### config.mk
export PLATFORM = sky130hd
export DESIGN_NAME = svc_cell
export DESIGN_NICKNAME = d
export VERILOG_FILES = /design/src/sv/svc_pkg.sv /design/src/sv/svc_cell.sv
export SDC_FILE = /design/constraint.sdc
export NUM_CORES = 1
export LEC_CHECK = 0
export BUFFER_PORTS_ARGS = -buffer_cell sky130_fd_sc_hd__buf_2
export CAP_MARGIN = 10
export CORE_AREA = 5 5 114 116
export CTS_BUF_LIST = sky130_fd_sc_hd__clkbuf_8
export CTS_CLUSTER_SIZE = 24
export DETAILED_ROUTE_END_ITERATION = 12
export DIE_AREA = 0 0 119 121
export GPL_ROUTABILITY_DRIVEN = 0
export PLACE_DENSITY = 0.71
export REMOVE_ABC_BUFFERS = 1
export SLEW_MARGIN = 5
export SYNTH_ARGS = -nofsm -noshare
export SYNTH_HDL_FRONTEND = slang
export SYNTH_SLANG_ARGS = --single-unit
export TNS_END_PERCENT = 10
### constraint.sdc
create_clock -name clock -period 1.86 [get_ports clock]
set_input_delay 0.093 -clock clock [delete_from_list [all_inputs] [get_ports clock]]
set_output_delay 0.093 -clock clock [all_outputs]
set_load 0.005 [all_outputs]
### src/sv/svc_pkg.sv
// shared types and constants for the snapshot visibility check
package svc_pkg;

   localparam int ID_W         = 63;
   localparam int LIST_COUNT_W = 7;
   localparam int STATUS_W     = 3;
   localparam int CSR_IDX_W    = 1;

   // operation codes of an input item
   typedef enum logic [1:0] {
      OP_CLEAR = 2'd0,
      OP_ADD   = 2'd1,
      OP_QUERY = 2'd2,
      OP_NONE  = 2'd3
   } op_type;

   // status codes of a result item
   localparam logic [STATUS_W-1:0] STATUS_OK         = 3'd0;
   localparam logic [STATUS_W-1:0] STATUS_BAD_BOUNDS = 3'd1;
   localparam logic [STATUS_W-1:0] STATUS_ORDER      = 3'd2;
   localparam logic [STATUS_W-1:0] STATUS_RANGE      = 3'd3;
   localparam logic [STATUS_W-1:0] STATUS_FULL       = 3'd4;

   // register indexes
   localparam logic [CSR_IDX_W-1:0] CSR_LOW_BOUND  = 1'b0;
   localparam logic [CSR_IDX_W-1:0] CSR_HIGH_BOUND = 1'b1;

   // query token walking along the cell chain
   typedef struct packed {
      logic            valid;
      logic [ID_W-1:0] id;
      logic            hit;
   } token_type;

endpackage

### src/sv/svc_cell.sv
// one cell of the id chain: holds one in-progress id and checks the passing query token
module svc_cell import svc_pkg::*; #(
   parameter int CNT_W = 7,
   parameter int INDEX = 0
) (
   input  logic             clock,
   input  logic             reset,
   input  logic             wr_en,
   input  logic [ID_W-1:0]  wr_id,
   input  logic [CNT_W-1:0] count,
   input  token_type        tok_prev,
   output token_type        tok_next
);

   logic [ID_W-1:0] entry_ff;
   logic [ID_W-1:0] entry_in;
   token_type       tok_ff;
   token_type       tok_in;
   logic            live;

   // entry holds a real id only below the fill count
   assign live = (CNT_W'(INDEX) < count);

   // id store
   assign entry_in = wr_en ? wr_id : entry_ff;

   // token picks up a hit when it meets its id here
   always_comb begin
      tok_in     = tok_prev;
      tok_in.hit = tok_prev.hit | (tok_prev.valid & live & (entry_ff == tok_prev.id));
   end

   always_ff @(posedge clock) begin
      entry_ff <= entry_in;
   end

   always_ff @(posedge clock) begin
      if (reset) begin
         tok_ff.valid <= 1'b0;
      end else begin
         tok_ff <= tok_in;
      end
   end

   assign tok_next = tok_ff;

endmodule

==> results of run 1 <==
[through the flow]
step	cell area, sq um	worst slack, ns	util, %
3_3_place_gp	5869	0.1328	49.69
3_5_place_dp	5869	0.1103	49.69
2_1_floorplan	4619	0.1067	-
[logic make-up after synthesis]
group,share of synthesized area (%)
buffers and inverters,1.544
XOR/XNOR,8.721
AND/OR/NAND/NOR,3.385
AO/OA/AOI/OAI,3.358
flip-flops,82.99
==> impl_metrics.py, run 1 <==
metrics = {
    "run_status": {
        "status": "aborted with a tool error",
        "haltStage": "clock tree synthesis",
        "error": "[ERROR RSZ-0060] Max buffer count reached.",
    },
    "logic_synthesis": {
        "syn_area_per_cell_sq_um": 19.41,
        "synth_edf_count": 127,
        "yosysSeqAreaShare_pct": 82.99,
        "synth-main-ff-cell": "edfxtp_1",
        "synth-async-reset-ratio_pct": 0,
        "yosysWarnings": 0,
        "synth_seq_cells": 128,
        "synthDistinctLibCells": 25,
        "synth_common_cells": "edfxtp_1, xor2_1, inv_1, nor4_1, xnor2_1",
        "mappedNetlistArea_sq_um": 4619,
        "synth.area.top_cells": "edfxtp_1, xor2_1, xnor2_1",
        "synth_top_area_cell": "edfxtp_1",
        "syn_inst": 238,
        "yosysTopAreaCellShare_pct": 82.56,
        "yosysMostFrequentCell": "edfxtp_1",
    },
    "cts": {
        "clock_sinks": 128,
        "cts_post_setup_buffers_inserted": 0,
        "cts-root-buf": "clkbuf_8",
        "cts-resized-gates": 0,
        "holdBufCountCts": 125,
        "cts_buffer_depth": 2,
        "h-tree-depth": 4,
        "cts_made_buffers": 17,
    },
    "floorplan": {
        "initial_core_util_pct": 39.11,
        "rows": 40,
        "fp.dieH_um": 121,
        "pin_count": 203,
        "die_w_um": 119,
    },
    "place": {
        "port_buffers": 202,
        "hpwl_mm": 7.934,
        "dp.cells": 591,
    },
}
==> run 2, diff against run 1 <==
- CORE_AREA: 5 5 114 116 -> 5 5 142 144
- CTS_BUF_LIST: sky130_fd_sc_hd__clkbuf_8 -> unset
- CTS_CLUSTER_SIZE: 24 -> unset
- DIE_AREA: 0 0 119 121 -> 0 0 147 149
- PLACE_DENSITY: 0.71 -> unset
- PLACE_DENSITY_LB_ADDON: unset -> 0.15
- clock period: 1.86 -> 2.42 ns (I/O delays scaled with it)
==> impl_metrics.py, run 2 <==
metrics = {
    "run_status": {
        "status": "finished clean",
    },
    "cells_and_area": {
        "nNetsFinal": 728,
        "fillers": 1687,
        "multi_input_area_sq_um": 714.4,
        "final_common_cell": "buf_2",
        "finalNonFillerCells": 837,
        "largest_reg_flops": 65,
        "final_cell_mix": "buf_2, dlygate4sd3_1, edfxtp_1",
        "synthToLayoutAreaGrowth_pct": 69.12,
        "regArea_sq_um": 3834,
        "layout-drive-gt1-share_pct": 38.81,
        "n_antenna_cell": 0,
    },
    "critical_path": {
        "worstPathCellList": "dlygate4sd3_1, buf_2, xor2_1, nor4_1, nand4_1, o41ai_2",
        "crit_path_start_kind": "input pin",
        "worstPathArrival_ns": 2.15,
        "worst_setup_path_end_kind": "flip-flop",
        "crit_type": "in -> reg",
        "cp_slowest_stage_delay_ns": 0.56,
        "crit_fanout": 2,
        "slowest_stage": "nor4_1",
        "cp.required_ns": 2.63,
    },
    "route": {
        "dr_total_vias": 3328,
        "vias_per_cell": 3.976,
        "firstDrtPassIters": 4,
        "drt_iter0_markers": 111,
        "drtAntennaViolNets": 0,
        "wl_per_cell_um": 15.49,
        "drcViolationCount": 0,
        "totalWireLength_mm": 12.96,
    },
    "cts": {
        "clkLatencyLatePin_ns": 0.40,
        "cts_buffer_depth": 2,
        "cts_made_buffers": 17,
        "cts-resized-gates": 0,
        "clkTransAtPathRegs_ns": 0.06,
        "h-tree-depth": 4,
        "cts-root-buf": "clkbuf_16",
        "cts_tree": "done",
        "clock_sinks": 128,
    },
    "logic_synthesis": {
        "mappedNetlistArea_sq_um": 4619,
        "synth_top_area_cell": "edfxtp_1",
        "synth_common_cells": "edfxtp_1, xor2_1, inv_1, nor4_1, xnor2_1",
        "synth-main-ff-cell": "edfxtp_1",
        "synth_edf_count": 127,
        "yosysMostFrequentCell": "edfxtp_1",
        "syn_area_per_cell_sq_um": 19.41,
        "syn_inst": 238,
        "yosysWarnings": 0,
        "yosysTopAreaCellShare_pct": 82.56,
        "synth-async-reset-ratio_pct": 0,
        "synth_seq_cells": 128,
        "yosysSeqAreaShare_pct": 82.99,
        "synth.area.top_cells": "edfxtp_1, xor2_1, xnor2_1",
        "synthDistinctLibCells": 25,
    },
    "sta": {
        "slew_violations": 0,
        "hold_viol_final": 0,
        "max_slew_margin_pct": 43.68,
        "worstMarginPinSlew_ns": 0.8448,
        "setup_viol": 0,
        "skew_ns": 0.007312,
        "min_period_ns": 1.940,
        "fin_crit_sh_pct": 80.14,
        "rsz0062_at_grt": "false",
        "fmax_ghz": 0.5156,
        "tns_ns": 0,
    },
    "floorplan": {
        "fp.dieH_um": 149,
        "rows": 50,
        "pin_count": 203,
        "core-area_sq_um": 18580,
        "dieArea_sq_um": 21900,
        "initial_core_util_pct": 24.86,
        "die_w_um": 147,
    },
    "power_and_ir_drop": {
        "leakage_uw": 0.003214,
        "power_density_nw_per_um2": 740.6,
        "ir_worst_vdd_uv": 453.4,
    },
    "hold_path": {
        "hp-class": "in -> reg",
    },
    "global_route": {
        "grt_pass1_wl_mm": 19.62,
        "grt_max_degree": 64,
        "antenna_found_initial": 0,
        "grt_usage_pct": 11.76,
        "grt-ovfl-total": 0,
        "grt_pass1_vias": 3795,
    },
    "place": {
        "dp.cells": 676,
        "port_buffers": 202,
        "hpwl_mm": 9.018,
    },
    "run": {
        "cap_viol_max_count": 0,
    },
}
run 2: through the flow:
step | cell area, sq um | utilization (%) | total power [uW] | setup slack [ns] | hold WS [ns]
floorplan | 4619 | - | 2868 | 0.6387 | 0.1926
global placement | 5941 | 31.97 | 3159 | 0.4344 | 0.2996
detailed placement | 5941 | 31.97 | 3166 | 0.3769 | 0.2992
CTS | 7812 | 42.05 | 5892 | 0.3636 | 0.3638
global route | 7812 | 42.05 | 6046 | 0.2865 | 0.3704
finish | 7812 | 42.05 | 5786 | 0.4805 | 0.3486
run 2: what timing repair did:
item,CTS,global route
hold endpoints to repair,128,0
buffers inserted,0,0
hold buffers,129,0
run 2: where the power goes:
part           total [uW]  internal (uW)  switching (uW)
sequential           2690           2640            53.1
clock                2510           1620             887
combinational         585            340             245
total                5790           4600            1180
run 2: path summary, 6_finish.rpt:
path                      from           end  slack (ns)  cells past startpoint
setup / recovery  tok_prev[58]   tok_next[0]        0.48                      6
hold / removal           wr_en  entry_ff[21]        0.35                      1
setup reg to reg  entry_ff[57]   tok_next[0]        0.51                      4
hold reg to reg   entry_ff[36]   tok_next[0]        0.82                      4
run 2: metal layers:
metal	up-vias	part of all wire, %	global-route usage [%]
met5	-	0	0
met4	0	1.4	4.660
met1	1560	44	13.99
met2	132	48	19.54
li1	1624	-	-
met3	12	6.6	4.193
run 2: final cells by class:
class / count / area share, %
Timing Repair Buffer: 333 / 29.69
Clock inverter: 5 / 0.9930
Multi-Input combinational cell: 91 / 9.145
Sequential cell: 128 / 49.07
Clock buffer: 27 / 6.438
Inverter: 19 / 0.9129
Tap cell: 234 / 3.748
run 2: worst max-delay path, delay by kind of cell:
kind                      cells  cell delay (ns)
buffers and inverters         2             0.67
xor gates and xnor gates      1             0.19
AOI/OAI and AO/OA             1             0.39
and+or+nand+nor               2             0.78
run 2: cells by family (layout without fill, tap and decap cells):
family | Yosys count | after routing | synth area share (%)
DFF | 128 | 128 | 82.99
and+or+nand+nor | 26 | 26 | 3.385
AOI/OAI and AO/OA | 19 | 19 | 3.358
xor gates and xnor gates | 46 | 46 | 8.721
buffers and inverters | 19 | 384 | 1.544
No activity file was read; power rests on OpenSTA's default activity.
==> run 3, diff against run 2 <==
- ABC_AREA: unset -> 1
- CORE_AREA: 5 5 142 144 -> 5 5 147 149
- DIE_AREA: 0 0 147 149 -> 0 0 152 154
- clock period: 2.42 -> 1.9 ns (I/O delays scaled with it)
==> impl_metrics.py, run 3 <==
metrics = {
    "power_and_ir_drop": {
        "pwr-share-seq_pct": 47.4,
        "swShare_pct": 22.58,
        "p_switching_uw": 1633,
        "leakage_uw": 0.003668,
        "comb_power_share_pct": 11.0,
        "p_total_uw": 7233,
        "internal_power_uw": 5600,
        "power_density_nw_per_um2": 880.5,
        "ir_worst_vdd_uv": 553.4,
        "p_clk_share_pct": 41.7,
    },
    "sta": {
        "fin_ws_ns": 0.4727,
        "hold_viol_final": 0,
        "rsz0062_at_grt": "false",
        "min_period_ns": 1.427,
        "slew_violations": 0,
        "whs_ns": 0.1611,
        "max_slew_margin_pct": 67.42,
        "fmax_ghz": 0.7006,
        "tns_ns": 0,
        "skew_ns": 0.009241,
        "worstMarginPinSlew_ns": 0.4880,
        "fin_crit_sh_pct": 75.12,
        "setup_viol": 0,
    },
    "place": {
        "post_dp_cell_area_sq_um": 6375,
        "port_buffers": 202,
        "hpwl_mm": 9.860,
        "dpl_worst_slack_ns": 0.4385,
    },
    "critical_path": {
        "reg2reg_depth": 8,
        "cp_slowest_stage_delay_ns": 0.38,
        "reg2reg_from": "entry_ff[20]",
        "crit_top_cell": "nand2_1",
        "crit_fanout": 1,
        "crit_start": "entry_ff[20]",
        "worst_setup_path_end_kind": "flip-flop",
        "crit_type": "reg -> reg",
        "slowest_stage": "edfxtp_1",
        "ff2ff_setup_slack_ns": 0.47,
        "cp-endpoint": "tok_next[0]",
        "cp.required_ns": 2.18,
        "crit_path_start_kind": "flip-flop",
        "worstPathArrival_ns": 1.70,
        "r2r_end": "tok_next[0]",
        "worstPathCellList": "xor2_1, nor2_1, nand2_1, nor2_1, nand2_1, nor2_1, nand2_1, nand2_1",
    },
    "route": {
        "drcViolationCount": 0,
        "wl_per_cell_um": 13.03,
        "totalWireLength_mm": 13.43,
        "vias_per_cell": 3.782,
        "drt_iter0_markers": 129,
        "firstDrtPassIters": 4,
        "dr_total_vias": 3895,
        "drtAntennaViolNets": 0,
    },
    "logic_synthesis": {
        "syn_area_per_cell_sq_um": 12.60,
        "synth_common_cells": "edfxtp_1, nand2_1, inv_1, nor2_1, o21ai_0",
        "yosysWarnings": 0,
        "synth-async-reset-ratio_pct": 0,
        "synth_edf_count": 127,
        "yosysTopAreaCellShare_pct": 76.83,
        "syn_inst": 394,
        "yosysSeqAreaShare_pct": 77.24,
        "synth_top_area_cell": "edfxtp_1",
        "synthDistinctLibCells": 12,
        "synth.area.top_cells": "edfxtp_1, nand2_1, inv_1",
        "synth_seq_cells": 128,
        "yosysMostFrequentCell": "edfxtp_1",
        "synth-main-ff-cell": "edfxtp_1",
        "mappedNetlistArea_sq_um": 4964,
    },
    "floorplan": {
        "core-area_sq_um": 20040,
        "rows": 52,
        "fp.dieH_um": 154,
        "dieArea_sq_um": 23410,
        "initial_core_util_pct": 24.77,
        "pin_count": 203,
        "die_w_um": 152,
    },
    "cells_and_area": {
        "n_antenna_cell": 0,
        "synthToLayoutAreaGrowth_pct": 65.49,
        "layout-drive-gt1-share_pct": 31.18,
        "nNetsFinal": 885,
        "final_cell_mix": "buf_2, dlygate4sd3_1, edfxtp_1",
        "final_common_cell": "buf_2",
        "largest_reg_flops": 65,
        "stdcell_area_sq_um": 8214,
    },
    "cts": {
        "clock_sinks": 128,
        "cts_tree": "done",
        "clkTransAtPathRegs_ns": 0.06,
        "h-tree-depth": 4,
        "cts-root-buf": "clkbuf_16",
        "cts_made_buffers": 17,
        "clkLatencyLatePin_ns": 0.41,
        "cts_buffer_depth": 2,
    },
    "global_route": {
        "grt-ovfl-total": 0,
        "grt_pass1_vias": 4163,
        "antenna_found_initial": 0,
        "grt_usage_pct": 11.52,
        "grt_pass1_wl_mm": 21.02,
        "grt_max_degree": 35,
    },
    "hold_path": {
        "hp-class": "in -> reg",
        "hp-start": "wr_en",
    },
    "run_status": {
        "status": "finished clean",
    },
    "run": {
        "cap_viol_max_count": 0,
    },
}
==> run 3: changes by cell type after synthesis, moves of 3 or more <==
cell | before | now
nor4_1 | 12 | 0
nor2_1 | 1 | 58
nand4_1 | 5 | 0
nand3_1 | 1 | 4
inv_1 | 18 | 68
xor2_1 | 36 | 11
o21ai_0 | 1 | 20
nand2_1 | 2 | 95
xnor2_1 | 10 | 7
o22ai_1 | 7 | 0
==> run 3: timing repair <==
item | 4_1_cts | 5_1_grt
endpoints found under the hold margin | 128 | 0
setup buffers | 0 | 0
resized for setup | 0 | 0
hold buffers | 129 | 0
==> run 3: cell families (layout without fill, tap and decap cells) <==
| family | after synthesis | after routing | synth area share [%] |
|---|---|---|---|
| and+or+nand+nor | 160 | 160 | 12.43 |
| DFF | 128 | 128 | 77.24 |
| AOI/OAI and AO/OA | 20 | 20 | 2.017 |
| xor gates and xnor gates | 18 | 18 | 3.176 |
| buffers and inverters | 68 | 434 | 5.142 |
==> run 3: area by class of cell <==
class                      instances  area [sq um]
clock buffer                      19         432.9
clock inverter                    13         115.1
fill                            2001         11830
inverter                          68         255.2
multi-input combinational        198         874.6
sequential                       128          3834
tap                              270         337.8
timing repair buffer             334          2365
==> run 3: critical path: cells and delay by family (launching register included) <==
family | cells | cell delay (ns)
xor+xnor | 1 | 0.15
simple gates | 7 | 0.76
flops | 1 | 0.38
==> run 3: power by group through the flow <==
stage                     sequential [uW]  clock (uW)  combinational (uW)
after floorplan                      3500           0                 198
after global placement               3480           0                 596
after detailed placement             3480           0                 600
after CTS                            3430        3110                 815
after global routing                 3450        3260                 894
final                                3420        3010                 794
==> run 3: worst min-delay path by stage <==
| stage | end | slack, ns | depth (start not counted) |
|---|---|---|---|
| CTS | entry_ff[48] | 0.15 | 1 |
| finish | entry_ff[48] | 0.16 | 1 |
| global placement | entry_ff[55] | 0.27 | 1 |
| global route | entry_ff[47] | 0.15 | 1 |
| detailed placement | entry_ff[25] | 0.27 | 1 |
| floorplan | tok_next[64] | 0.17 | 1 |
==> run 3: through the flow <==
step | util [%] | std cells
finish | 40.99 | 1030
global route | 40.99 | 1030
CTS | 40.99 | 1030
detailed placement | 31.81 | 869
global placement | 31.81 | 869
floorplan | - | 394
==> run 3: metal layers <==
metal	track usage, %	vias up	part of all wire (%)
li1	-	1996	-
met1	13.48	1769	43
met2	19.41	117	50
met3	4.300	13	5.3
met4	4.238	0	1.5
met5	0	-	0
==> run 4, diff against run 3 <==
- clock period: 1.9 -> 1.45 ns (I/O delays scaled with it)
==> impl_metrics.py, run 4 (synthesis gave the netlist of run 3 again) <==
metrics = {
    "cts": {
        "clkLatencyLatePin_ns": 0.41,
        "h-tree-depth": 4,
        "cts_tree": "done",
        "cts-root-buf": "clkbuf_16",
        "clock_sinks": 128,
        "cts_post_setup_buffers_inserted": 0,
        "clkTransAtPathRegs_ns": 0.06,
        "cts_made_buffers": 17,
        "cts_buffer_depth": 2,
    },
    "sta": {
        "fin_crit_sh_pct": 96.54,
        "fin_ws_ns": 0.05015,
        "hold_viol_final": 0,
        "slew_violations": 0,
        "skew_ns": 0.004505,
        "setup_viol": 0,
        "fmax_ghz": 0.7144,
        "worstMarginPinSlew_ns": 0.4048,
        "max_slew_margin_pct": 73.01,
        "rsz0062_at_grt": "true",
        "tns_ns": 0,
        "min_period_ns": 1.400,
    },
    "cells_and_area": {
        "layout-drive-gt1-share_pct": 31.84,
        "nNetsFinal": 885,
        "fin_util_pct": 41.49,
        "synthToLayoutAreaGrowth_pct": 67.51,
        "multi_input_area_sq_um": 892.1,
        "final_cell_mix": "buf_2, dlygate4sd3_1, edfxtp_1",
        "regArea_sq_um": 3834,
        "largest_reg_flops": 65,
        "fillers": 1952,
        "stdcell_area_sq_um": 8314,
        "final_common_cell": "buf_2",
        "n_antenna_cell": 0,
    },
    "global_route": {
        "grt_usage_pct": 11.46,
        "grt_pass1_vias": 4100,
        "grt_max_degree": 64,
        "grt_pass1_wl_mm": 20.89,
        "antenna_found_initial": 0,
        "grt-ovfl-total": 0,
    },
    "power_and_ir_drop": {
        "leakage_uw": 0.003708,
        "p_total_uw": 10170,
        "power_density_nw_per_um2": 1224,
        "ir_worst_vdd_uv": 746.2,
    },
    "critical_path": {
        "crit_path_start_kind": "flip-flop",
        "worstPathArrival_ns": 1.68,
        "cp.required_ns": 1.73,
        "worst_setup_path_end_kind": "flip-flop",
        "crit_type": "reg -> reg",
        "crit_fanout": 2,
    },
    "hold_path": {
        "hp-class": "in -> reg",
    },
    "place": {
        "port_buffers": 202,
        "post_dp_cell_area_sq_um": 6362,
        "hpwl_mm": 9.548,
        "dpl_worst_slack_ns": 0.02412,
    },
    "floorplan": {
        "initial_core_util_pct": 24.77,
        "core-area_sq_um": 20040,
        "fp.dieH_um": 154,
        "pin_count": 203,
        "rows": 52,
        "dieArea_sq_um": 23410,
        "die_w_um": 152,
    },
    "route": {
        "dr_total_vias": 3837,
        "vias_per_cell": 3.725,
        "firstDrtPassIters": 4,
        "drt_iter0_markers": 146,
        "drtAntennaViolNets": 0,
        "drcViolationCount": 0,
        "wl_per_cell_um": 12.97,
        "totalWireLength_mm": 13.36,
    },
    "run_status": {
        "status": "finished clean",
    },
    "run": {
        "cap_viol_max_count": 0,
    },
}
run 4: changes by cell type in the layout (fill, tap and decap cells not counted), moves of 3 or more:
cell	delta
clkbuf_8	+4
nor2_2	+5
clkinv_4	-3
nor2_1	-5
clkinv_2	-4
bufinv_16	+3
run 4: area by class of cell:
| cell class | count | area share, % |
|---|---|---|
| clock buffers | 24 | 5.914 |
| multi-input cells | 198 | 10.73 |
| repair buffers | 334 | 28.29 |
| clock inverters | 8 | 1.821 |
| well taps | 270 | 4.063 |
| flip-flops and latches | 128 | 46.11 |
| inverters | 68 | 3.070 |
run 4: path summary, 6_finish.rpt:
kind	startpoint	end	slack (ns)	depth (start not counted)
worst max register to register	entry_ff[50]	tok_next[0]	0.05	9
worst min-delay path	wr_en	entry_ff[48]	0.19	2
worst max-delay path	entry_ff[50]	tok_next[0]	0.05	9
worst min register to register	entry_ff[42]	tok_next[0]	0.85	7
run 4: where the power goes:
part | total [uW] | internal [uW] | switching (uW)
clock | 4650 | 3070 | 1580
sequential | 4490 | 4400 | 90.6
combinational | 1040 | 586 | 453
run 4: stage by stage:
| step | cells | hold slack, ns |
|---|---|---|
| 2_1_floorplan | 394 | 0.1437 |
| 3_3_place_gp | 869 | 0.2508 |
| 3_5_place_dp | 869 | 0.2506 |
| 4_1_cts | 1030 | 0.1992 |
| 5_1_grt | 1030 | 0.1980 |
| 6_report | 1030 | 0.1878 |
run 4: worst max-delay path: stages, from the launching register on:
cell	delay [ns]
edfxtp_1	0.38
nand2_1	0.07
nand2_1	0.06
nor3_2	0.16
nand2_1	0.08
nor2_2	0.15
nand2_1	0.08
nor2_2	0.17
nand2_1	0.07
nand2_1	0.06
run 4: layer usage:
metal | vias to the layer above | part of all wire, % | global-route usage [%]
li1 | 1994 | - | -
met1 | 1713 | 43 | 13.24
met2 | 116 | 50 | 19.83
met3 | 14 | 5.4 | 3.738
met4 | 0 | 1.5 | 4.409
met5 | - | 0 | 0
run 4: repair_timing:
| action | 4_1_cts | 5_1_grt |
|---|---|---|
| endpoints found under the hold margin | 128 | 0 |
| setup endpoints to repair | 0 | 1 |
| hold buffers | 129 | 0 |
| gates resized for setup | 0 | 6 |
